**src/rtl/alp_ram.sv**
```systemverilog
// Generic simple dual-port RAM: one write port, one registered read port.
// No dependencies.
module alp_ram #(
    parameter int WIDTH = 8,
    parameter int DEPTH = 16
) (
    input  logic                                     i_clk,
    input  logic                                     i_we,
    input  logic [((DEPTH > 1) ? $clog2(DEPTH) : 1)-1:0] i_waddr,
    input  logic [WIDTH-1:0]                         i_wdata,
    input  logic                                     i_re,
    input  logic [((DEPTH > 1) ? $clog2(DEPTH) : 1)-1:0] i_raddr,
    output logic [WIDTH-1:0]                         o_rdata
);

    logic [WIDTH-1:0] r_mem [DEPTH];

    always_ff @(posedge i_clk) begin
        if (i_we) begin
            r_mem[i_waddr] <= i_wdata;
        end
        if (i_re) begin
            o_rdata <= r_mem[i_raddr];
        end
    end

endmodule

```
**config.mk**
```make
export PLATFORM = sky130hd
export DESIGN_NAME = alp_ram
export DESIGN_NICKNAME = d
export VERILOG_FILES = /design/src/rtl/alp_ram.sv
export SDC_FILE = /design/constraint.sdc
export NUM_CORES = 1
export LEC_CHECK = 0
export ABC_AREA = 1
export BUFFER_PORTS_ARGS = -buffer_cell sky130_fd_sc_hd__buf_2
export CAP_MARGIN = 20
export CORE_MARGIN = 5
export CORE_UTILIZATION = 61
export CTS_BUF_LIST = sky130_fd_sc_hd__clkbuf_16
export DETAILED_ROUTE_END_ITERATION = 6
export PLACE_DENSITY = 0.81
export SLEW_MARGIN = 20
export SYNTH_ARGS = -nofsm -noshare
export SYNTH_HDL_FRONTEND = slang
export SYNTH_SLANG_ARGS = --single-unit
export TNS_END_PERCENT = 50
```
**constraint.sdc**
```tcl
create_clock -name i_clk -period 1.46 [get_ports i_clk]
set_clock_uncertainty 0.15 [all_clocks]
set_input_delay 0.073 -clock i_clk [delete_from_list [all_inputs] [get_ports i_clk]]
set_output_delay 0.073 -clock i_clk [all_outputs]
set_load 0.05 [all_outputs]
```
; ---- Yosys cells after proc, flatten, opt, wreduce, memory -nomap -nowiden
; Memories as Yosys holds them, arrays and structs flattened. A register that Yosys moved wholly into a read port is not among the register bits.
; Index checks and enable logic that the tools add are counted.
[op_classes]
n_addsub = 0
n_mul = 0
div_mod_pow = 0
n_lt_le_gt_ge = 0
eq_ne = 0
shifts = 0
muxes = 2
bitwise = 0
n_reduce_logical = 0
[ops]
columns = operator, count
row1 = 2-to-1 mux 1 bit, 2
[word_totals]
reg_bits = 0
latch_bits = 0
ram_bits = 128
mem_bits_ro = 0
input_bits = 19
out_inout_bits = 8
elab_cells = 3
mem_count = 1
[mem_list]
columns = name, words, width, rd, rd_clocked_by_memory_dff, write_ports, line_no
row1 = r_mem, 16, 8, 1, 1, 1, 16  ; logic [WIDTH-1:0] r_mem [DEPTH];

; ---- Longest topological paths before layout
; Gate-level depths: netlist of run 1.
[depth]
word_depth = 2
ltp_mapped = 8
depth_no_buf = 7

; ---- Least setup slack after synthesis of run 1
; OpenSTA, ideal clock, no wires.
[synth_timing]
kind = input-to-reg
start = input i_waddr[2] (netlist name)
end = memory r_mem[10][0], enable pin
setup_time_ns = 0.370
arrival_time_ns = 0.654
t_required_ns = 0.940
path_slack_ns = 0.286
cell_stages = 2
path_buffers = 0
cell_sequence = nand3b_1 > nor2_1
[synth_rtl]
columns = element, line_no
row1 = from (decl), 9  ; input logic [((DEPTH > 1) ? $clog2(DEPTH) : 1)-1:0] i_waddr,
row2 = to (decl), 16
; No word-level cell before the write port.

==> results of run 1 <==
==> final timing paths <==
check                           cells past startpoint  slack [ns]          from         end
worst max-delay path                                7        0.10    i_raddr[2]  o_rdata[5]
worst min-delay path                                4        0.03    i_raddr[3]  o_rdata[3]
worst max register to register                      6        0.14   r_mem[7][5]  o_rdata[5]
worst min register to register                      6        0.59  r_mem[12][5]  o_rdata[5]
==> sequential cells by signal, indices dropped and copies added (netlist names) <==
name	flops
o_rdata	8
r_mem	128
==> through the flow <==
| stage | hold slack (ns) | cells | total power (uW) | util [%] |
|---|---|---|---|---|
| 6_report | 0.0294 | 748 | 9980 | 75.4 |
| 3_5_place_dp | 0.290 | 706 | 5110 | 66.9 |
| 5_1_grt | 0.0190 | 748 | 10300 | 75.4 |
| 2_1_floorplan | 0.0219 | 551 | 4870 | - |
| 4_1_cts | 0.00528 | 748 | 10000 | 75.4 |
| 3_3_place_gp | 0.286 | 706 | 5090 | 66.9 |
==> logic make-up after synthesis <==
| family | Yosys count |
|---|---|
| DFF | 136 |
| and+or+nand+nor | 289 |
| buffers and inverters | 126 |
==> worst reg2reg max path, delay by kind of cell (launching register included) <==
kind	cells	cell delay (ns)
buffers and inverters	1	0.07
AND/OR/NAND/NOR	5	0.48
flip-flops	1	0.38
==> cells in the final DEF (no fill, tap or decap) <==
master	synthesis	layout
inv_2	2	2
inv_1	100	101
buf_2	13	26
nand2_1	173	173
clkinv_4	0	2
dlygate4sd3_1	0	10
edfxtp_1	136	136
inv_6	0	1
nor2_1	17	17
buf_4	4	19
buf_12	0	5
clkinv_1	0	4
nand3b_1	2	2
nand3_1	97	97
clkbuf_16	0	17
bufinv_16	0	7
==> report_power, final <==
| group | total [uW] | switching [uW] | internal (uW) |
|---|---|---|---|
| logic | 637 | 447 | 190 |
| registers | 4430 | 26.0 | 4400 |
| clock network | 4910 | 1560 | 3350 |
==> layer usage <==
metal / up-vias / share of wire (%) / GRT usage, %
met1: 1874 / 40 / 32.4
met2: 210 / 49 / 40.2
met5: - / 0 / 0
met3: 23 / 8.9 / 7.26
li1: 1892 / - / -
met4: 0 / 2.4 / 9.02
==> repair_timing <==
item                                   4_1_cts  5_1_grt
endpoints found under the hold margin      137        0
resized for setup                            0        0
hold buffers                                10        0
==> final cells by class <==
class,count,share of cell area (%)
Clock buffer,17,6.08
Clock inverter,15,3.65
Inverter,102,5.47
Multi-Input combinational cell,289,17.3
Sequential cell,136,58.4
Tap cell,129,2.31
Timing Repair Buffer,60,6.76
==> results list, run 1 <==
* Total DRC errors in the routed layout: 0
* Dominant synthesized flop cell: edfxtp_1
- Post-DR wirelength/cell: 17.9 microns
* Number of flops mapped to enable cells by yosys: 136
* Path type of the worst setup path: in2reg
* TritonCTS clock tree: yes
- Via Count: 3999
* Compound-gate portion of the synthesized area: 0%
* Largest net degree at the start of global routing: 33
- The worst setup path is captured at a register.
- 0 antenna diodes ended up in the layout.
- In this run the worst path has a maximum fanout of 16.
* Number of slew-limit violations in the final report: 0
* Total wire length after detailed routing: 13.4 mm
- The tree is rooted in a clkbuf_16.
- Setup repair after global routing left no endpoint under its margin.
* Final count of hold timing violations: 0
* Count of buffer and inverter cells on the critical path: 4
* Power per standard cell area: 1430 nW/um^2
- The path class of the tightest hold or removal check is in2reg.
- Unique masters post-synth: 11
- Clock latency on the worst-skew pair: 0.41 ns
- During I/O placement, the number of pins put on the boundary was 27.
* Post-DR vias/cell: 5.35
* DIE AREA: 11600 sq um
* Endpoint required time on the critical path: 1.47 ns
* Iteration-0 DRC Markers: 393
- Avg Cell Area, Syn: 10.6 sq um
* Horizontal die dimension: 108 microns
* Setup crit start kind: input pin
- Grouping stages by cell kind, the critical path spends the most delay in buffers and inverters.
- For this configuration, the core starts out at a cell density of 63.0%.
- Synth top area share: 69.8%
- IR analysis of the VDD net gives a maximum drop of 1030 uV.
- The total overflow left after global routing is 0.
- Traced cell by cell, the critical path runs through dlygate4sd3_1 > buf_2 > inv_1 > buf_12 > nand3_1 > nand3_1 > nand2_1.
- The clock net in this run drives a total of 136 sinks.
- On the critical path, the stage with the largest delay is an instance of dlygate4sd3_1.
- At the worst endpoint, the arrival time is 1.37 ns.
- Row generation in the floorplan step produced 35 rows.
- Reg clk slew, reported paths: 0.06 ns
- Sorting the synthesized cells by how often they occur yields 173 x nand2_1, 136 x edfxtp_1, 100 x inv_1, 97 x nand3_1, 17 x nor2_1.
- In the synthesized netlist, mux cells make up 0% of the area.
- Setup tns final: 0 ns
- Number of buffers between clock root and the deepest sink: 2
- Synthesis handed over a netlist of 551 instances.
* DIE HEIGHT: 108 microns
- The synthesized netlist occupies a cell area of 5850 sq um.
- The multi-input combinational cells in the finished layout cover a total of 1210 sq um.
- Result of the run: complete, no violations
- Remaining antenna violation count after routing: 0
- Area share of fa/ha/maj cells after synthesis: 0%
* Worst slack, placed: 0.0130 ns
* Cell occurring most often along the worst timing path: nand3_1
* Count of input and output buffers: 26
- In the global route stage, overall resource usage came out at 24.9%.
* H-tree depth reported by CTS: 4
- Summing the areas of all and, or, nand and nor instances in the mapped netlist gives 20.8% of the synthesized area.
- Derived from the worst setup path, the maximum achievable clock frequency is 738 MHz.
- Main combinational cell family by area after synthesis: simple AND/OR/NAND/NOR gates
- Max-slew headroom at the worst pin: 60.2%
- The initial antenna violation count is 0.
* Layout overhead on the synthesized area: 19.6%
* Static leakage: 0.00305 uW
* Proportion of register bits with asynchronous set or reset after synthesis: 0%
- Cell area after layout: 7000 sq um
- Xor and xnor area share after synthesis: 0%
- Post-route clock period utilization: 92.8%
* Net count of the finished layout: 625
- Once routing completed, OpenROAD measured the worst setup slack at 0.105 ns.
- Share of layout cells above drive strength 1: 12.8%
- Post-CTS setup buffer count: 0
* Seq cells post-synth: 136
* Core region area: 9280 sq um
* Placed Instance Area: 6210 sq um
- Global-route wire length before repair: 21.1 mm
* Sequential cell area in the final layout: 4080 sq um
- Synthesis produced a netlist with a net count of 570.
- The via count of the first global-routing pass was 4086.
- Yosys synthesis warning count: 0
* Half-perimeter wire length after detailed placement: 7.90 mm
* Leading area contributor after synthesis: edfxtp_1
- Routability-driven placement finished with a final weighted congestion of 0.869.
* Inserted Clock Buffers: 17
- For the pin with the worst max-slew slack, the measured transition is 0.596 ns.
- For this run, the slowest stage of the critical path takes 0.53 ns.
- Max-capacitance violation count: 0
- Most used standard cell by instance count after synthesis: nand2_1
- The filler cells instantiated in the layout total 589.
* Number of detailed-routing iterations run before antenna repair: 5
- Setup violations remaining at the end of the flow were counted as 0.
- Minimum clock period after layout: 1.36 ns
- Register area share after synthesis: 69.8%
* Top cells by area, synth: edfxtp_1 70%, nand2_1 11%, nand3_1 8.3%, inv_1 6.4%, buf_6 1.2%
Power figures use the tool's default switching activity.
==> run 2: changes to the inputs <==
Settings changed: CELL_PAD_IN_SITES_DETAIL_PLACEMENT set to 0, CELL_PAD_IN_SITES_GLOBAL_PLACEMENT set to 1, CORE_UTILIZATION 61 to 49, CTS_CLUSTER_DIAMETER set to 50, HOLD_SLACK_MARGIN set to 0.1.
==> results list, run 2 (synthesized netlist as in run 1, its figures left out) <==
* RSZ-0062 raised after global routing: false
* Number of antenna violations at the first check in global routing: 0 (unchanged)
- The reported leakage power was 0.00299 uW (-2.0%).
- Remaining antenna violation count after routing: 0 (unchanged)
* Last weighted congestion value of the routability-driven placer: 0.783 (-9.8%)
* Post-CTS setup buffer count: 0 (unchanged)
* Number of slew-limit violations in the final report: 0 (unchanged)
* Result of the run: complete, no violations
* CP max FO: 8 (-8)
- Fill cell instance count of the final layout: 960 (+63%)
- Half-perimeter wire length after detailed placement: 8.03 mm (+1.6%)
* Post-DR wirelength/cell: 17.5 microns (-2.5%)
* Initial Utilization: 50.6% (-12 points)
- The diode insertion count for antenna repair was 0 (unchanged).
- The slack of the worst reg-to-reg path came to 0.13 ns (about the same).
- Largest register FFs: 128 (unchanged)
* Startpoint of the lowest-slack register-to-register path: r_mem[3][7]
* H-tree depth reported by CTS: 4 (unchanged)
* Largest net degree at the start of global routing: 65 (+97%)
- Capturing element type of the critical path: register
- Iteration-0 DRC Markers: 339 (-14%)
- Power per standard cell area: 1250 nW/um^2 (-12%)
* Cell area after layout: 6860 sq um (-2.0%)
- Post-route clock period utilization: 95.6% (+2.8 points)
- The clock-pin slew of the registers on the worst-case setup and hold paths is 0.05 ns (about the same).
- Share of layout cells above drive strength 1: 11.7% (-1.0 points)
* Capture point of the worst reg-to-reg path: o_rdata[7]
- The overall die height was 119 microns (+10%).
- The first-pass GRT wire length is 21.2 mm (+0.26%).
- Worst IR Drop VDD: 810 uV (-22%)
- Commonest cells after routing, fill and taps aside: 173 x nand2_1, 136 x edfxtp_1, 104 x inv_1, 97 x nand3_1, 26 x buf_2
- The worst max-slew margin expressed relative to the limit was 58.6% (-1.6 points).
* Number of detailed-routing iterations run before antenna repair: 6 (+1)
- Final Power: 8560 uW (-14%)
- Max-capacitance violation count: 0 (unchanged)
- The net count reported at finish is 631 (+0.96%).
- The setup-violating endpoint count in the final report came to 0 (unchanged).
* Inserted Clock Buffers: 17 (unchanged)
- The final critical path time including I/O delays and setup was 1.40 ns (+0.0406 ns).
* Via Count: 3909 (-2.3%)
- Layout overhead on the synthesized area: 17.2%
* HP Class: in2reg
* Highest clock rate: 716 MHz (-2.9%)
- The via-per-instance ratio is 5.11 (-4.4%).
- Count of input and output buffers: 26 (unchanged)
- Path type of the worst setup path: in2reg
- The data required time of the critical path is 1.43 ns (-0.04 ns).
- The source-to-sink clock delay at the later pin of the worst-skew pair is 0.41 ns (about the same).
- Largest Register: r_mem
* Placed Instance Area: 6220 sq um (about the same)
- # clock sinks: 136 (unchanged)
* Setup crit start kind: input pin
- Clock tree synthesis selected as its root buffer the cell clkbuf_16.
- Combined global-route utilization of all metal layers: 20.0% (-4.9 points)
- Actual transition at the worst max-transition pin: 0.621 ns (+0.0242 ns)
* Total DRC errors in the routed layout: 0 (unchanged)
- Total wire length after detailed routing: 13.4 mm (-0.31%)
- Row count: 39 (+11%)
- The most critical setup path has its startpoint at i_waddr[2].
- Core region area: 11600 sq um (+25%)
- Layout Utilization: 59.3% (-16 points)
* Setup tns final: 0 ns (unchanged)
- The number of I/O pins came to 27 (unchanged).
* Number of buffers between clock root and the deepest sink: 2 (unchanged)
- Overflow left after global routing: 0 (unchanged)
* # resized after CTS: 0 (unchanged)
* WP data arrival: 1.36 ns (about the same)
- The worst reg-to-reg path cell count was 6 (unchanged).
- Final count of hold timing violations: 0 (unchanged)
- DIE AREA: 14200 sq um (+22%)
- Horizontal die dimension: 119 microns (+10%)
* TritonCTS clock tree: yes
- In this run the worst setup path terminates at r_mem[10][1].
* Largest registers ranked by flip-flop count: r_mem x128, o_rdata x8
* Commonest non-fill, non-tap cell in the layout: nand2_1
- The via count of the first global-routing pass was 3917 (-4.1%).
run 2: layer usage:
metal / track usage, % / vias up / wire [microns]
met4: 9.20 / 0 / 336
met3: 4.41 / 22 / 811
met5: 0 / - / 0
li1: - / 1904 / -
met2: 32.6 / 146 / 6500
met1: 25.8 / 1837 / 5710
run 2: layout make-up:
cell class | instances | area [sq um] | area share, %
clock buffer | 17 | 425 | 6.21
clock inverter | 12 | 50.0 | 0.730
inverter | 102 | 383 | 5.58
multi-input combinational | 289 | 1210 | 17.7
sequential | 136 | 4080 | 59.6
tap | 143 | 179 | 2.61
timing repair buffer | 66 | 520 | 7.59
run 2: how the worst min path moves through the flow:
stage / from / end / slack (ns) / cells past startpoint
floorplan: i_wdata[0] / r_mem[0][0] / 0.02 / 0
global placement: i_re / o_rdata[1] / 0.28 / 1
detailed placement: i_re / o_rdata[1] / 0.28 / 1
CTS: i_raddr[0] / o_rdata[4] / 0.28 / 7
global route: i_raddr[0] / o_rdata[4] / 0.36 / 7
finish: i_raddr[0] / o_rdata[4] / 0.31 / 7
run 2: stage by stage:
step	hold slack [ns]	cells	setup slack, ns
2_1_floorplan	0.0219	551	0.286
3_3_place_gp	0.277	720	-0.0147
3_5_place_dp	0.277	720	-0.0354
4_1_cts	0.278	765	0.0793
5_1_grt	0.363	765	0.000376
6_report	0.315	765	0.0639
run 2: timing repair:
item | CTS | global route
setup endpoints to repair | 0 | 0
endpoints found under the hold margin | 145 | 0
hold buffers | 16 | 0
run 2: worst max-delay path, cell delays in order:
cell and delay, ns:
dlygate4sd3_1 0.54, buf_2 0.14, nand3b_1 0.25, nor2_1 0.16, buf_4 0.20
run 2: report_power, final:
part / internal (uW) / switching (uW)
sequential: 4400 / 20.5
clock: 2070 / 1430
combinational: 196 / 448
==> run 3: changes to the inputs <==
Settings changed: ABC_AREA 1 to unset, CORE_UTILIZATION 49 to 53, PLACE_DENSITY 0.81 to 0.8.
==> results list, run 3 <==
* Violated checks: negative setup slack
- Number of slew-limit violations in the final report: 0 (unchanged)
* Power per standard cell area: 1430 nW/um^2 (+14%)
- STA classifies the critical path endpoint as a register.
- The worst path arrival time is 1.60 ns (+0.24 ns).
* Commonest non-fill, non-tap cell in the layout: edfxtp_1
- The synthesis warning total was 0 (unchanged).
- DIE HEIGHT: 109 microns (-8.3%)
- Number of buffers between clock root and the deepest sink: 2 (unchanged)
- Last weighted congestion value of the routability-driven placer: 0.725 (-7.4%)
- Result of the run: finished with violations
- Diode insertion count for antenna repair: 0 (unchanged)
* Avg Cell Area, Syn: 22.8 sq um (+120%)
- Clock root buffer master: clkbuf_16
- The number of clock buffers inserted by TritonCTS came to 17 (unchanged).
* Static leakage: 0.00215 uW (-28%)
- The number of standard-cell rows in the floorplan was 36 (-7.7%).
- Largest register FFs: 128 (unchanged)
* Overflow left after global routing: 0 (unchanged)
- The synthesized flop and latch total is 136 (unchanged).
- Worst IR Drop VDD: 904 uV (+12%)
* Syn Nets: 248 (-56%)
- The number of I/O pins came to 27 (unchanged).
- The actual transition at the worst max-transition pin is 0.940 ns (+0.319 ns).
* Post-DR wirelength/cell: 22.2 microns (+27%)
- The starting DRC count in detailed routing was 148 (-56%).
* Core region area: 9680 sq um (-16%)
- The net count reported at finish was 321 (-49%).
- Highest clock rate: 629 MHz (-12%)
- Placed Instance Area: 5640 sq um (-9.3%)
- Setup crit start kind: register
* Fill cell instance count of the final layout: 610 (-36%)
- Via Count: 2473 (-37%)
* Most frequent cells after synthesis: 136 x edfxtp_1, 18 x mux4_2, 16 x a22oi_1, 14 x mux4_1, 13 x nor2_1
* CP max FO: 1 (-7)
* Syn Inst Count: 229 (-58%)
- The largest registers in the layout are r_mem x128, o_rdata x8.
- Combined global-route utilization of all metal layers: 19.0% (-1.0 points)
- Share of layout cells above drive strength 1: 39.7% (+28 points)
* RSZ-0062 raised after global routing: true
- Dominant synthesized flop cell: edfxtp_1
* Proportion of register bits with asynchronous set or reset after synthesis: 0% (unchanged)
- Largest net degree at the start of global routing: 23 (-65%)
- Count of input and output buffers: 26 (unchanged)
* Cell area after layout: 6390 sq um (-6.8%)
* Remaining antenna violation count after routing: 0 (unchanged)
- From synthesis to final layout, the design area changed by 22.2%.
- H-tree depth reported by CTS: 4 (unchanged)
* Largest Register: r_mem
* Netlist area before placement: 5230 sq um (-11%)
- The starting utilization of the core area was 54.0% (+3.4 points).
* Leading area contributor after synthesis: edfxtp_1
- The placement-stage worst setup slack was -0.377 ns (-0.342 ns).
- The clock-pin slew of the registers on the worst-case setup and hold paths came to 0.06 ns (about the same).
- Via count of the first global-routing pass: 2616 (-33%)
- Number of antenna violations at the first check in global routing: 0 (unchanged)
- Half-perimeter wire length after detailed placement: 6.10 mm (-24%)
- Register area share after synthesis: 78.1% (+8.3 points)
- The die area came to 11900 sq um (-16%).
- Top cells by area, synth: edfxtp_1 78%, mux4_2 7.8%, mux4_1 7.0%, a22oi_1 2.3%, nor2_1 0.93%
* Setup violations, final: 8 (+8)
- Worst slack on hold paths: 0.143 ns (-0.172 ns)
* Total DRC errors in the routed layout: 0 (unchanged)
- TritonCTS built the clock tree.
- HP Class: in2reg
- The total count of hold-check failures in the final report was 0 (unchanged).
- The total iterations of the first detailed-routing run was 5 (-1).
- The worst max-slew margin expressed relative to the limit came to 37.2% (-21 points).
* Unique masters post-synth: 18 (+7)
* Number of flops mapped to enable cells by yosys: 136 (unchanged)
- The first-pass GRT wire length was 15.6 mm (-26%).
- Total wire length after detailed routing: 9.93 mm (-26%)
- The total power of the final layout came to 9110 uW (+6.4%).
- The proportion of netlist area held by the largest area contributor came to 78.1% (+8.3 points).
- The final worst-path setup slack was -0.130 ns (-0.194 ns).
- Post-route clock period utilization: 109% (+13 points)
- Commonest cells after routing, fill and taps aside: 136 x edfxtp_1, 29 x mux4_2, 26 x buf_2, 25 x buf_4, 17 x clkbuf_16
* Clock latency on the worst-skew pair: 0.41 ns (about the same)
* Most used standard cell by instance count after synthesis: edfxtp_1
- Path type of the worst setup path: reg2reg
- Post-DR vias/cell: 5.52 (+8.0%)
- Max-capacitance violation count: 0 (unchanged)
- Minimum clock period after layout: 1.59 ns (+0.194 ns)
* Layout Utilization: 66.0% (+6.7 points)
* Horizontal die dimension: 109 microns (-8.3%)
- The total clock sinks was 136 (unchanged).
* Endpoint required time on the critical path: 1.47 ns (+0.04 ns)
[run 3: worst paths after layout]
path / cells after the start / slack, ns / end / start
hold / removal: 4 / 0.14 / r_mem[0][6] / i_waddr[3]
hold reg to reg: 3 / 0.58 / o_rdata[2] / r_mem[4][2]
setup / recovery: 3 / -0.13 / o_rdata[4] / r_mem[0][4]
setup reg to reg: 3 / -0.13 / o_rdata[4] / r_mem[0][4]
[run 3: layout make-up]
type | count | area [sq um] | share of cell area (%)
Tap cell | 133 | 166 | 2.60
Timing Repair Buffer | 64 | 468 | 7.32
Sequential cell | 136 | 4080 | 63.9
Clock buffer | 17 | 425 | 6.66
Multi-Input combinational cell | 83 | 1090 | 17.0
Clock inverter | 15 | 160 | 2.51
[run 3: worst max-delay path, stage by stage, from the launching register on]
cell	delay (ns)
edfxtp_1	0.39
mux4_2	0.49
a22oi_2	0.23
nand2_1	0.07
[run 3: cell families (layout without fill, tap and decap cells)]
family	after synthesis	after routing	synth area share, %
muxes	32	32	14.8
DFF	136	136	78.1
and+or+nand+nor	35	35	3.14
AOI/OAI and AO/OA	16	16	2.30
buffers and inverters	10	96	1.65
[run 3: through the flow]
stage	setup TNS (ns)	cells
floorplan	-0.868	229
global placement	-2.14	405
detailed placement	-2.58	405
CTS	-0.716	448
global route	-0.899	448
finish	-0.588	448
[run 3: report_power, final]
| part | internal (uW) | switching (uW) | leakage (uW) | total (uW) |
|---|---|---|---|---|
| combinational | 220 | 311 | 0.000627 | 531 |
| clock | 2650 | 1500 | 0.000283 | 4150 |
| sequential | 4400 | 24.3 | 0.00124 | 4430 |
| total | 7270 | 1840 | 0.00215 | 9110 |
[run 3: layer usage]
metal / global-route usage (%) / wire [microns]
met5: 0 / 0
met4: 5.34 / 125
met3: 5.87 / 619
met2: 29.8 / 5010
met1: 26.4 / 4180
[run 3: what timing repair did]
action,in CTS,in global routing
hold buffers,11,0
pin swaps,4,3
setup buffers,0,0
setup endpoints to repair,8,8
gates resized for setup,8,9
endpoints found under the hold margin,168,0
