$ cat src/rtl/alp_pkg.sv
// Shared types and codes for the address lease pool.
// Used by address_lease_pool, alp_lease and the bench; depends on nothing.
package alp_pkg;

    // entry state codes
    localparam logic [1:0] ST_FREE     = 2'd0;
    localparam logic [1:0] ST_PENDING  = 2'd1;
    localparam logic [1:0] ST_OCCUPIED = 2'd2;
    localparam logic [1:0] ST_EXPIRED  = 2'd3;

    // message type codes
    localparam logic [1:0] OP_DISCOVER = 2'd0;
    localparam logic [1:0] OP_REQUEST  = 2'd1;

    // receiver codes (the two unused codes behave as another server)
    localparam logic [1:0] RCV_SELF  = 2'd0;
    localparam logic [1:0] RCV_BCAST = 2'd1;

    // reply codes
    localparam logic [1:0] RPL_OFFER = 2'd0;
    localparam logic [1:0] RPL_NAK   = 2'd1;
    localparam logic [1:0] RPL_ACK   = 2'd2;

    // configuration register indexes
    localparam logic [1:0] CFG_POOL_COUNT    = 2'd0;
    localparam logic [1:0] CFG_DEFAULT_LEASE = 2'd1;
    localparam logic [1:0] CFG_MAX_LEASE     = 2'd2;
    localparam logic [1:0] CFG_MIN_LEASE     = 2'd3;

    localparam logic [8:0]  RST_POOL_COUNT    = 9'd256;
    localparam logic [31:0] RST_DEFAULT_LEASE = 32'd100;
    localparam logic [31:0] RST_MAX_LEASE     = 32'd1000;
    localparam logic [31:0] RST_MIN_LEASE     = 32'd10;

    // status and expiry word kept per entry
    localparam int TIME_W = 32;
    localparam int META_W = TIME_W + 2;

    typedef struct packed {
        logic [31:0] default_lease;
        logic [31:0] max_lease;
        logic [31:0] min_lease;
    } t_lease_cfg;

endpackage

$ cat src/rtl/alp_lease.sv
// Lease expiry unit: clamps a requested expiry to the configured lease limits.
// Depends on alp_pkg. Two register stages: sums and difference, then selection.
module alp_lease (
    input  logic                i_clk,
    input  logic                i_load,
    input  logic [31:0]         i_now,
    input  logic [31:0]         i_req,
    input  alp_pkg::t_lease_cfg i_cfg,
    output logic [31:0]         o_lease
);

    logic               r_zero;
    logic [31:0]        r_req;
    logic signed [32:0] r_diff;
    logic [31:0]        r_sum_def;
    logic [31:0]        r_sum_min;
    logic [31:0]        r_sum_max;
    logic signed [32:0] w_min;
    logic signed [32:0] w_max;

    function automatic logic [31:0] sat_add(input logic [31:0] a, input logic [31:0] b);
        logic [32:0] s;
        s = {1'b0, a} + {1'b0, b};
        return s[32] ? 32'hFFFF_FFFF : s[31:0];
    endfunction

    // stage one: hold the sums and the signed distance to the request
    always_ff @(posedge i_clk) begin
        if (i_load) begin
            r_zero    <= (i_req == 32'd0);
            r_req     <= i_req;
            r_diff    <= $signed({1'b0, i_req}) - $signed({1'b0, i_now});
            r_sum_def <= sat_add(i_now, i_cfg.default_lease);
            r_sum_min <= sat_add(i_now, i_cfg.min_lease);
            r_sum_max <= sat_add(i_now, i_cfg.max_lease);
        end
    end

    assign w_min = $signed({1'b0, i_cfg.min_lease});
    assign w_max = $signed({1'b0, i_cfg.max_lease});

    // stage two: pick the clamped value
    always_ff @(posedge i_clk) begin
        priority if (r_zero) begin
            o_lease <= r_sum_def;
        end else if (r_diff >= w_min && r_diff <= w_max) begin
            o_lease <= r_req;
        end else if (r_diff < w_min) begin
            o_lease <= r_sum_min;
        end else begin
            o_lease <= r_sum_max;
        end
    end

endmodule

$ cat config.mk
export PLATFORM = sky130hd
export DESIGN_NAME = alp_lease
export DESIGN_NICKNAME = d
export VERILOG_FILES = /design/src/rtl/alp_pkg.sv /design/src/rtl/alp_lease.sv
export SDC_FILE = /design/constraint.sdc
export NUM_CORES = 1
export LEC_CHECK = 0
export ABC_AREA = 1
export BUFFER_PORTS_ARGS = -buffer_cell sky130_fd_sc_hd__buf_2
export CELL_PAD_IN_SITES_DETAIL_PLACEMENT = 1
export CELL_PAD_IN_SITES_GLOBAL_PLACEMENT = 1
export CORE_UTILIZATION = 43
export CTS_CLUSTER_DIAMETER = 150
export DETAILED_ROUTE_END_ITERATION = 12
export GPL_ROUTABILITY_DRIVEN = 0
export PLACE_DENSITY_LB_ADDON = 0.08
export SLEW_MARGIN = 20
export SYNTH_ARGS = -nofsm -noshare
export SYNTH_HDL_FRONTEND = slang
export SYNTH_SLANG_ARGS = --single-unit
$ cat constraint.sdc
create_clock -name i_clk -period 6 [get_ports i_clk]
set_clock_uncertainty 0.05 [all_clocks]
set_input_delay 1.2 -clock i_clk [delete_from_list [all_inputs] [get_ports i_clk]]
set_output_delay 1.2 -clock i_clk [all_outputs]
set_load 0.01 [all_outputs]
### Word-level counts from Yosys, hierarchy flattened

Index checks and enable logic that the tools add are counted.

* register bits: 194
* output and inout bits: 32
* logic and storage cells: 19
* input port bits: 162

* magnitude comparators: 3
* mux-type cells: 3
* $add $sub $neg: 4
* reductions and logical operators: 2

Operators with widths (number)
* $add A32 B32 Y33: 3
* $mux W32: 3
* $ge A33 B33 Y1: 1
* $le A33 B33 Y1: 1
* $lt A33 B33 Y1: 1
* $sub A32 B32 Y33: 1
* $logic_not A32 Y1: 1
* $logic_and A1 B1 Y1: 1

### Longest topological paths before layout

Gate-level depths: netlist (run 1).

* depth after elaboration: 4
* mapped depth: 19
* depth with buffers taken out: 18

### Worst setup path after synthesis (run 1)

No wires, ideal clock.

* path kind: input port to flip-flop
* from: input i_now[0]
* to: register r_sum_min[24] (data pin)
* stages on the path: 10
* path buffers: 0
* arrival time: 2.815 ns
* setup time: 0.261 ns
* slack: 2.874 ns
* cells stage by stage: ha_1 > inv_1 > fa_1 > o21ai_1 > a21oi_1 > o21ai_1 > a21o_1 > nand2_1 > nand3_1 > nand3_1

* cells in the longest elaborated chain, start to end: 1

Ends and longest elaborated chain
* start, declared: line alp_lease.sv:6 `input logic [31:0] i_now,`
* $add A32 B32 Y33: line alp_lease.sv:23 `s = {1'b0, a} + {1'b0, b};`
* end signal, assigned: line alp_lease.sv:34 `r_sum_min <= sat_add(i_now, i_cfg.min_lease);`
* end, declared: line alp_lease.sv:16 `logic [31:0] r_sum_min;`

No other way between the ends.
A chain may end at the register's enable or synchronous reset.

### Worst setup path after layout (run 1)

* from: input i_cfg[15] (netlist bit)
* to: register o_lease[29]

* cells in the longest elaborated chain, start to end: 4

Ends and longest elaborated chain
* start, declared: line alp_lease.sv:8 `input alp_pkg::t_lease_cfg i_cfg,`
* $lt A33 B33 Y1 or $ge A33 B33 Y1 (tied branches): line alp_lease.sv:48, alp_lease.sv:46
* $mux W32 or $logic_and A1 B1 Y1 (tied branches): line alp_lease.sv:48, alp_lease.sv:46
* $mux W32 (*): line alp_lease.sv:46 `end else if (r_diff >= w_min && r_diff <= w_max) begin`
* $mux W32 (*): line alp_lease.sv:44 `priority if (r_zero) begin`
* end signal, assigned: line alp_lease.sv:45 `o_lease <= r_sum_def;`
* end signal, assigned: line alp_lease.sv:47 `o_lease <= r_req;`
* end signal, assigned: line alp_lease.sv:49 `o_lease <= r_sum_min;`
* end, declared: line alp_lease.sv:9 `output logic [31:0] o_lease`

Every way passes the cells marked *; elsewhere a longest branch is shown, timed or not.

==> flow_summary.json, run 1 <==
{
  "cpLargestDelayFamily": "simple AND/OR/NAND/NOR gates",
  "final_cell_mix": "557 x nand2_1, 397 x inv_1, 213 x nand3_1",
  "grtUsageTotal": 0.3242,
  "vias_per_cell": 5.478,
  "slew_violations": 0,
  "max_stage_delay_ns": 0.47,
  "max_slew.worst_pin.slew_ns": 0.9508,
  "cts_setup_buffers": 0,
  "synth_mux_area_frac": 0,
  "ys_ff_latch": 194,
  "rsz0062_at_grt": "no",
  "power_frac_seq": 0.391,
  "syn_area_um2": 16710,
  "clk_path_buf_depth": 2,
  "p_sw_w": 0.001759,
  "grt_pass1_wl_um": 94900,
  "crit_path_max_fanout": 33,
  "path_buf_inv": 2,
  "cts_resized": 0,
  "die_h_um": 199.1,
  "holdWs_ns": 0.4085,
  "drive_gt1_frac": 0.1004,
  "seq_area_frac_synth": 0.3295,
  "cp_cell_sequence": "buf_2, inv_1, ha_1, nand2_1, nor2_1, nand4_1, nor2_2, nand2_1, nand2_1, nand2_1, nand2_2, nand2_4, nand2_4, nand2_4, nand2_1, nand3_1, nand2_1",
  "wl_per_cell_um": 21.07,
  "cts_sinks": 194,
  "via_count": 16400,
  "numCtsBuffers": 17,
  "synth_area_leaders": "edfxtp_1 29%, ha_1 14%, nand2_1 13%",
  "crit_required_ns": 6.36,
  "synth_nets": 2644,
  "worst_slack_ns": 1.806,
  "yosys.area.top_type": "edfxtp_1",
  "cp-start-kind": "input port",
  "rows": 71,
  "p_int_w": 0.002931,
  "start_util": 0.4404,
  "core_area_um2": 37930,
  "powerDensity_nw_per_um2": 249.7,
  "cp-end-kind": "flop",
  "postSynthAreaPerCell_um2": 7.309,
  "synth_fa_ha_area_frac": 0.1486,
  "relSlewSlack": 0.3655,
  "cts.htree.levels": 4,
  "fillers": 4955,
  "boundaryPins": 194,
  "drv_cap": 0,
  "status": "completed",
  "max_freq_ghz": 0.2384,
  "clock_latency_ns": 0.47,
  "path_class": "input port to flop",
  "fin_crit_ns": 4.194,
  "drt-total-wl_um": 63070,
  "grt_overflow": 0,
  "cpMostUsedCell": "nand2_1",
  "post-route-period-util": 0.6991,
  "yosysUniqueCellTypes": 41,
  "switching_share": 0.3751,
  "ys_warn_count": 0,
  "post-dp-hpwl_um": 54190,
  "synthCells": 2286,
  "yosys.area_share.simple": 0.2624,
  "slowest_stage": "nand2_2",
  "combinationalPowerShare": 0.346,
  "placement.cell_area_um2": 18160,
  "synth_top_family_by_area": "simple AND/OR/NAND/NOR gates",
  "grt_pass1_vias": 16880,
  "dp_slack_ns": 1.365,
  "cts.clk_slew.worst_paths_ns": 0.08,
  "mostFrequentLayoutCell": "nand2_1",
  "root_buffer": "clkbuf_16",
  "hold_class": "flop to flop",
  "grt_max_degree": 76,
  "vdd_drop_max_uv": 173.8,
  "drt_iter0_drc": 855,
  "nets": 2826,
  "crit_arrival_ns": 4.56,
  "firstDrtPassIters": 5,
  "synth_top_area_frac": 0.2912,
  "postLayoutCellArea_um2": 18790,
  "synth-xor-area-share": 0.03879,
  "portBuffers": 193,
  "antenna_found_initial": 1,
  "drc": 0,
  "p_leak_nw": 9.495,
  "die_x_um": 199.1,
  "cts_hold_buf": 0,
  "setup-violations-final": 0,
  "ant_nets": 0,
  "dieArea_um2": 39650,
  "finalSetupTns_ns": 0,
  "p_clk_frac": 0.264,
  "area_growth_pct": 12.45,
  "hold_violations": 0,
  "synth_compound_area_frac": 0.1197,
  "cts_tree": "done"
}
==> tightest hold or removal path, cell delays in order (launching register included) <==
cell and delay, ns:
edfxtp_1 0.33, nand2_1 0.06, nand2_1 0.05
==> final cells by class <==
class / count / area, µm² / share of cell area
diodes: 1 / 2.502 / 0.0001332
multi-input cells: 1660 / 9523 / 0.5069
clock buffers: 17 / 425.4 / 0.02264
flip-flops and latches: 194 / 5505 / 0.2930
repair buffers: 197 / 1002 / 0.05334
well taps: 511 / 639.4 / 0.03403
inverters: 398 / 1495 / 0.07958
clock inverters: 15 / 195.2 / 0.01039
==> sequential cells by signal (all words and copies together), names as in the netlist <==
signal / count
o_lease: 32
r_diff: 33
r_req: 32
r_sum_def: 32
r_sum_max: 32
r_sum_min: 32
r_zero: 1
==> final timing paths <==
path                                     to    startpoint  cells past startpoint  slack (ns)
worst min-delay path             o_lease[8]  r_sum_def[8]                      2        0.41
worst max register to register  o_lease[29]    r_diff[32]                     15        2.27
worst max-delay path            o_lease[29]     i_cfg[15]                     17        1.81
worst min register to register   o_lease[8]  r_sum_def[8]                      2        0.41
==> power by group through the flow <==
stage                     Clock, W  Combinational, W  Sequential [W]
after detailed placement         0           0.00160         0.00186
after CTS                  0.00125           0.00161         0.00183
after global routing       0.00129           0.00181         0.00184
after floorplan                  0           0.00105         0.00181
final                      0.00124           0.00162         0.00183
after global placement           0           0.00153         0.00186
==> per-stage QoR <==
step                power, W    util  instances
detailed placement  0.003454  0.4789       2960
CTS                 0.004685  0.4952       2992
global placement    0.003390  0.4789       2960
finish              0.004690  0.4953       2993
floorplan           0.002853       -       2286
global route        0.004947  0.4953       2993
==> cells by family after synthesis <==
family                     Yosys count
xor gates and xnor gates            74
and+or+nand+nor                   1038
adders and majority gates          196
DFF                                194
AOI/OAI and AO/OA                  352
buffers and inverters              432
==> Yosys cell counts <==
cell type / n
a211oi_1: 6
a21boi_0: 7
a21o_1: 29
a21oi_1: 169
a21oi_2: 1
a21oi_4: 2
a221oi_1: 3
a31oi_1: 11
and3_1: 1
buf_1: 1
buf_2: 18
buf_4: 5
buf_6: 3
clkbuf_1: 7
clkinv_2: 1
dfxtp_1: 32
edfxtp_1: 162
fa_1: 4
ha_1: 192
inv_1: 397
nand2_1: 557
nand2_2: 2
nand2_4: 3
nand3_1: 213
nand3_2: 1
nand3b_1: 13
nand4_1: 13
nor2_1: 182
nor2_2: 2
nor3_1: 23
nor4_1: 19
o211ai_1: 3
o21a_1: 14
o21ai_0: 87
o21ai_1: 6
o21bai_1: 10
o221ai_1: 4
or2_0: 1
or2_2: 8
xnor2_1: 25
xor2_1: 49
==> routing by layer <==
metal / GRT usage / vias up / wire (µm) / part of all wire
met2: 0.5310 / 469 / 28740 / 0.46
met4: 0.1541 / 0 / 2720 / 0.043
met3: 0.04608 / 132 / 3420 / 0.054
met5: 0 / - / 0 / 0
li1: - / 7924 / - / -
met1: 0.4197 / 7870 / 28190 / 0.45
(Power assumes the default switching activity.)
==> run 2, diff against run 1 <==
==> constraint.sdc (replaced) <==
create_clock -name i_clk -period 4.3 [get_ports i_clk]
set_clock_uncertainty 0.05 [all_clocks]
set_input_delay 0.86 -clock i_clk [delete_from_list [all_inputs] [get_ports i_clk]]
set_output_delay 0.86 -clock i_clk [all_outputs]
set_load 0.01 [all_outputs]
==> run 2 against run 1 <==
Compared with the run above: first-iteration DRC count is 0.47% higher; power is 36% higher; cell count is 0.33% higher; largest cell class unchanged.
==> flow_summary.json, run 2 (synthesized netlist as in run 1, its figures left out) <==
{
  "status": "completed",
  "vdd_drop_max_uv": 197.8,
  "drt-total-wl_um": 62830,
  "clk_path_buf_depth": 2,
  "start_util": 0.4404,
  "max_slew.worst_pin.slew_ns": 0.9094,
  "grt_pass1_wl_um": 94190,
  "grt_overflow": 0,
  "post-dp-hpwl_um": 53940,
  "numCtsBuffers": 17,
  "drive_gt1_frac": 0.1028,
  "path_class": "input port to flop",
  "drt_iter0_drc": 859,
  "hold_violations": 0,
  "max_freq_ghz": 0.3070,
  "rsz0062_at_grt": "no",
  "fin_crit_ns": 3.257,
  "cts_hold_buf": 0,
  "relSlewSlack": 0.3938,
  "wl_per_cell_um": 20.92,
  "core_area_um2": 37930,
  "cts.clk_slew.worst_paths_ns": 0.07,
  "finalSetupTns_ns": 0,
  "rows": 71,
  "mostFrequentLayoutCell": "nand2_1",
  "die_x_um": 199.1,
  "area_growth_pct": 12.57,
  "grt_max_degree": 91,
  "powerDensity_nw_per_um2": 338.4,
  "cp-end-kind": "flop",
  "boundaryPins": 194,
  "power.total_w": 0.006364,
  "r2r_slack_ns": 1.23,
  "crit_required_ns": 4.48,
  "regArea_um2": 5505,
  "largest-register": "r_diff",
  "cts_tree": "done",
  "final_cell_mix": "557 x nand2_1, 397 x inv_1, 213 x nand3_1",
  "ant_nets": 0,
  "drv_cap": 0,
  "cts_sinks": 194,
  "vias_per_cell": 5.455,
  "crit_path_max_fanout": 17,
  "fillers": 5004,
  "via_count": 16380,
  "final_core_util": 0.4958,
  "clock_latency_ns": 0.47,
  "nets": 2836,
  "cp-start-kind": "input port",
  "dieArea_um2": 39650,
  "portBuffers": 193,
  "grt_pass1_vias": 16850,
  "cts_resized": 0,
  "grtUsageTotal": 0.3234,
  "slew_violations": 0,
  "antenna_found_initial": 0,
  "cts_setup_buffers": 0,
  "crit_arrival_ns": 3.43,
  "drc": 0,
  "post-route-period-util": 0.7576,
  "firstDrtPassIters": 4,
  "multiInputGateArea_um2": 9515,
  "cts.htree.levels": 4,
  "setup-violations-final": 0,
  "p_leak_nw": 9.526,
  "die_h_um": 199.1,
  "hold_class": "flop to flop",
  "root_buffer": "clkbuf_16",
  "largest_reg_flops": 33
}
-- run 2: changes by cell type in the layout (fill, tap and decap cells not counted), moves of 2 or more --
cell | before | now
buf_4 | 4 | 12
inv_6 | 5 | 1
bufinv_16 | 3 | 0
clkinv_4 | 1 | 4
inv_4 | 0 | 3
buf_12 | 0 | 2
clkbuf_1 | 0 | 2
clkinvlp_4 | 2 | 0
-- run 2: critical path, stage by stage --
cell and delay, ns:
buf_2 0.18, ha_1 0.42, a21oi_1 0.27, o21ai_0 0.25, a221oi_1 0.44, o21ai_0 0.24, a21oi_4 0.48, buf_12 0.21
nand3_1 0.08
-- run 2: final cells by class --
class                      instances  area share
timing repair buffer             207     0.05861
antenna                            1   0.0001330
clock inverter                    11    0.004058
multi-input combinational       1660      0.5059
tap                              511     0.03399
sequential                       194      0.2927
inverter                         398     0.07950
clock buffer                      21     0.02508
-- run 2: worst paths after layout --
| kind | from | end | depth (start not counted) |
|---|---|---|---|
| max reg2reg | r_diff[28] | o_lease[25] | 15 |
| min | r_sum_def[19] | o_lease[19] | 2 |
| max | i_now[27] | r_sum_min[13] | 9 |
| min reg2reg | r_sum_def[19] | o_lease[19] | 2 |
-- run 2: power by group --
part	internal (W)	switching [W]	total, W	leakage [nW]
Sequential	0.00239	0.000153	0.00254	1.87
Clock	0.000790	0.000744	0.00153	0.275
Combinational	0.000791	0.00150	0.00229	7.39
Total	0.00397	0.00240	0.00636	9.53
-- run 2: routing by layer --
metal,wire (µm),vias up,GRT usage
met5,0,-,0
met4,2255,0,0.1311
met3,3252,94,0.02667
met2,28900,454,0.5321
met1,28420,7902,0.4376
li1,-,7931,-
-- run 2: stage by stage --
| stage | instances | setup slack (ns) | instance area (µm²) | hold slack [ns] |
|---|---|---|---|---|
| global route | 3002 | 0.8261 | 18810 | 0.4225 |
| detailed placement | 2970 | 0.6362 | 18260 | 0.3842 |
| global placement | 2970 | 0.6391 | 18260 | 0.3747 |
| CTS | 3002 | 1.124 | 18810 | 0.4036 |
| finish | 3003 | 1.043 | 18810 | 0.4013 |
| floorplan | 2286 | 1.514 | 16710 | 0.3655 |
==> run 3, diff against run 2 <==
--- a/config.mk
+++ b/config.mk
@@ -5,7 +5,7 @@
 export SDC_FILE = /design/constraint.sdc
 export NUM_CORES = 1
 export LEC_CHECK = 0
-export ABC_AREA = 1
+export ABC_AREA = 0
 export BUFFER_PORTS_ARGS = -buffer_cell sky130_fd_sc_hd__buf_2
 export CELL_PAD_IN_SITES_DETAIL_PLACEMENT = 1
 export CELL_PAD_IN_SITES_GLOBAL_PLACEMENT = 1
==> constraint.sdc (replaced) <==
create_clock -name i_clk -period 3.26 [get_ports i_clk]
set_clock_uncertainty 0.05 [all_clocks]
set_input_delay 0.652 -clock i_clk [delete_from_list [all_inputs] [get_ports i_clk]]
set_output_delay 0.652 -clock i_clk [all_outputs]
set_load 0.01 [all_outputs]
==> run 3 against run 2 <==
Compared with the run above: count of clock-buffer cells in the layout fell by 2; power rose by 38%; synthesized cell count fell by 31%; sequential share of layout area down 1.3 points; register-to-register slack worse by 1.2 ns; core utilization is 8.5 points higher; via count is 14% lower; design area increased by 4.6%.
==> flow_summary.json, run 3 <==
{
  "boundaryPins": 194,
  "final_cells": 2500,
  "synth_nets": 1924,
  "core_area_um2": 33870,
  "largest-register": "r_diff",
  "portBuffers": 193,
  "area_growth_pct": 31.33,
  "top_usage_layer": "met2",
  "cts.clk_slew.worst_paths_ns": 0.08,
  "status": "completed",
  "drc": 0,
  "yosysUniqueCellTypes": 74,
  "synth_mux_area_frac": 0.04678,
  "seq_area_frac_synth": 0.3676,
  "syn_area_um2": 14980,
  "synth_compound_area_frac": 0.1900,
  "synth_fa_ha_area_frac": 0.1657,
  "largest_reg_flops": 33,
  "crit_arrival_ns": 3.49,
  "ys_ff_latch": 194,
  "dieArea_um2": 35580,
  "ys_warn_count": 0,
  "synth-async-reset-ratio": 0,
  "clk_path_buf_depth": 2,
  "powerDensity_nw_per_um2": 447.5,
  "mostFrequentLayoutCell": "buf_4",
  "synth_most_common_cell": "ha_1",
  "die_h_um": 188.6,
  "drive_gt1_frac": 0.3130,
  "synthTopCellsByCount": "192 x ha_1, 162 x edfxtp_1, 156 x nand2_1",
  "crit_path_max_fanout": 4,
  "path_class": "input port to flop",
  "root_buffer": "clkbuf_16",
  "firstDrtPassIters": 5,
  "worst_slack_ns": 0.02616,
  "synth_top_area_frac": 0.3248,
  "post-dp-hpwl_um": 43680,
  "hold_class": "input port to flop",
  "synth-xor-area-share": 0.05497,
  "ys.flop_type": "edfxtp_1",
  "cts_tree": "done",
  "grtUsageTotal": 0.2942,
  "numCtsBuffers": 17,
  "grt_util_met3": 0.02868,
  "cts_hold_buf": 0,
  "dp_slack_ns": -0.5637,
  "grt_pass1_wl_um": 79540,
  "post-route-period-util": 0.9920,
  "wl_per_cell_um": 21.41,
  "via_count": 14060,
  "hold_violations": 0,
  "max_slew.worst_pin.slew_ns": 0.6716,
  "clock_latency_ns": 0.45,
  "cp-start-kind": "input port",
  "fillers": 3937,
  "drt_iter0_drc": 1009,
  "vias_per_cell": 5.626,
  "synth-edff-count": 162,
  "final_cell_mix": "283 x buf_4, 190 x buf_2, 189 x ha_1",
  "drv_cap": 0,
  "crit_required_ns": 3.52,
  "use_met2": 0.4614,
  "post-place-cells": 2460,
  "start_util": 0.4423,
  "postSynthAreaPerCell_um2": 9.565,
  "cts_sinks": 194,
  "nets": 2396,
  "grt_max_degree": 65,
  "power.total_w": 0.008802,
  "yosys.area_share.simple": 0.1319,
  "final_core_util": 0.5808,
  "cts.htree.levels": 4,
  "grt_pass1_vias": 14440,
  "setup-violations-final": 0,
  "drt-total-wl_um": 53520,
  "rows": 67,
  "vdd_drop_max_uv": 370.0,
  "relSlewSlack": 0.5522,
  "met1_usage": 0.4289,
  "finalSetupTns_ns": 0,
  "die_x_um": 188.6,
  "synthCells": 1566,
  "r2r_slack_ns": 0.07,
  "synth_area_leaders": "edfxtp_1 32%, ha_1 16%, dfxtp_1 4.3%",
  "synth_top_family_by_area": "compound AO/OA/AOI/OAI gates",
  "slew_violations": 0,
  "fin_crit_ns": 3.234,
  "antenna_found_initial": 1,
  "p_leak_nw": 9.327,
  "ant_nets": 0,
  "grt_overflow": 0,
  "max_freq_ghz": 0.3092,
  "yosys.area.top_type": "edfxtp_1",
  "cp-end-kind": "flop"
}
[run 3: timing repair]
item / CTS / global route
setup endpoints to repair: 26 / 111
setup buffers: 0 / 5
gates cloned: 0 / 2
pin swaps: 0 / 12
gates resized for setup: 5 / 72
[run 3: worst max-delay path, cell delays in order]
cell,delay (ns)
buf_2,0.13
ha_1,0.36
a211oi_1,0.41
o21bai_1,0.19
o21ai_1,0.33
a31oi_2,0.18
o21ai_0,0.19
buf_4,0.15
o311ai_4,0.12
or4b_2,0.65
nand4_1,0.12
[run 3: final timing paths]
kind | from | end | cells past startpoint
worst max register to register | r_diff[26] | o_lease[26] | 11
worst min register to register | r_sum_def[20] | o_lease[20] | 2
worst max-delay path | i_now[1] | r_sum_def[27] | 11
worst min-delay path | i_req[0] | r_req[0] | 1
[run 3: cell families (layout without fill, tap and decap cells)]
| kind of cell | after synthesis | after routing |
|---|---|---|
| buf+inv | 169 | 654 |
| mux | 66 | 66 |
| compound gates | 440 | 440 |
| xor+xnor | 94 | 94 |
| fa+ha+maj | 196 | 196 |
| simple gates | 407 | 407 |
| flops | 194 | 194 |
| other cells | 0 | 1 |
[run 3: routing by layer]
metal	part of all wire	wire length, µm
met5	0	0
met4	0.023	1207
met3	0.052	2809
met2	0.45	23930
met1	0.48	25570
[run 3: final cells by class]
type                            count  area, µm²  share of cell area
Tap cell                          448      560.5             0.02850
Clock inverter                     13      142.6            0.007251
Clock buffer                       19      454.2             0.02309
Sequential cell                   194       5505              0.2799
Antenna cell                        1      2.502           0.0001272
Multi-Input combinational cell   1203       9156              0.4655
Inverter                          133      499.2             0.02538
Timing Repair Buffer              489       3349              0.1703
[run 3: where the power goes]
part / internal, W / switching, W / total, W
logic: 0.00155 / 0.00177 / 0.00332
clock network: 0.00113 / 0.00107 / 0.00220
registers: 0.00314 / 0.000135 / 0.00328
[run 3: metrics by stage]
stage          hold slack, ns  cell area [µm²]
6_report               0.3667            19670
5_1_grt                0.3620            19670
4_1_cts                0.3529            19310
3_5_place_dp           0.3882            18680
3_3_place_gp           0.3796            18680
2_1_floorplan          0.3715            14980
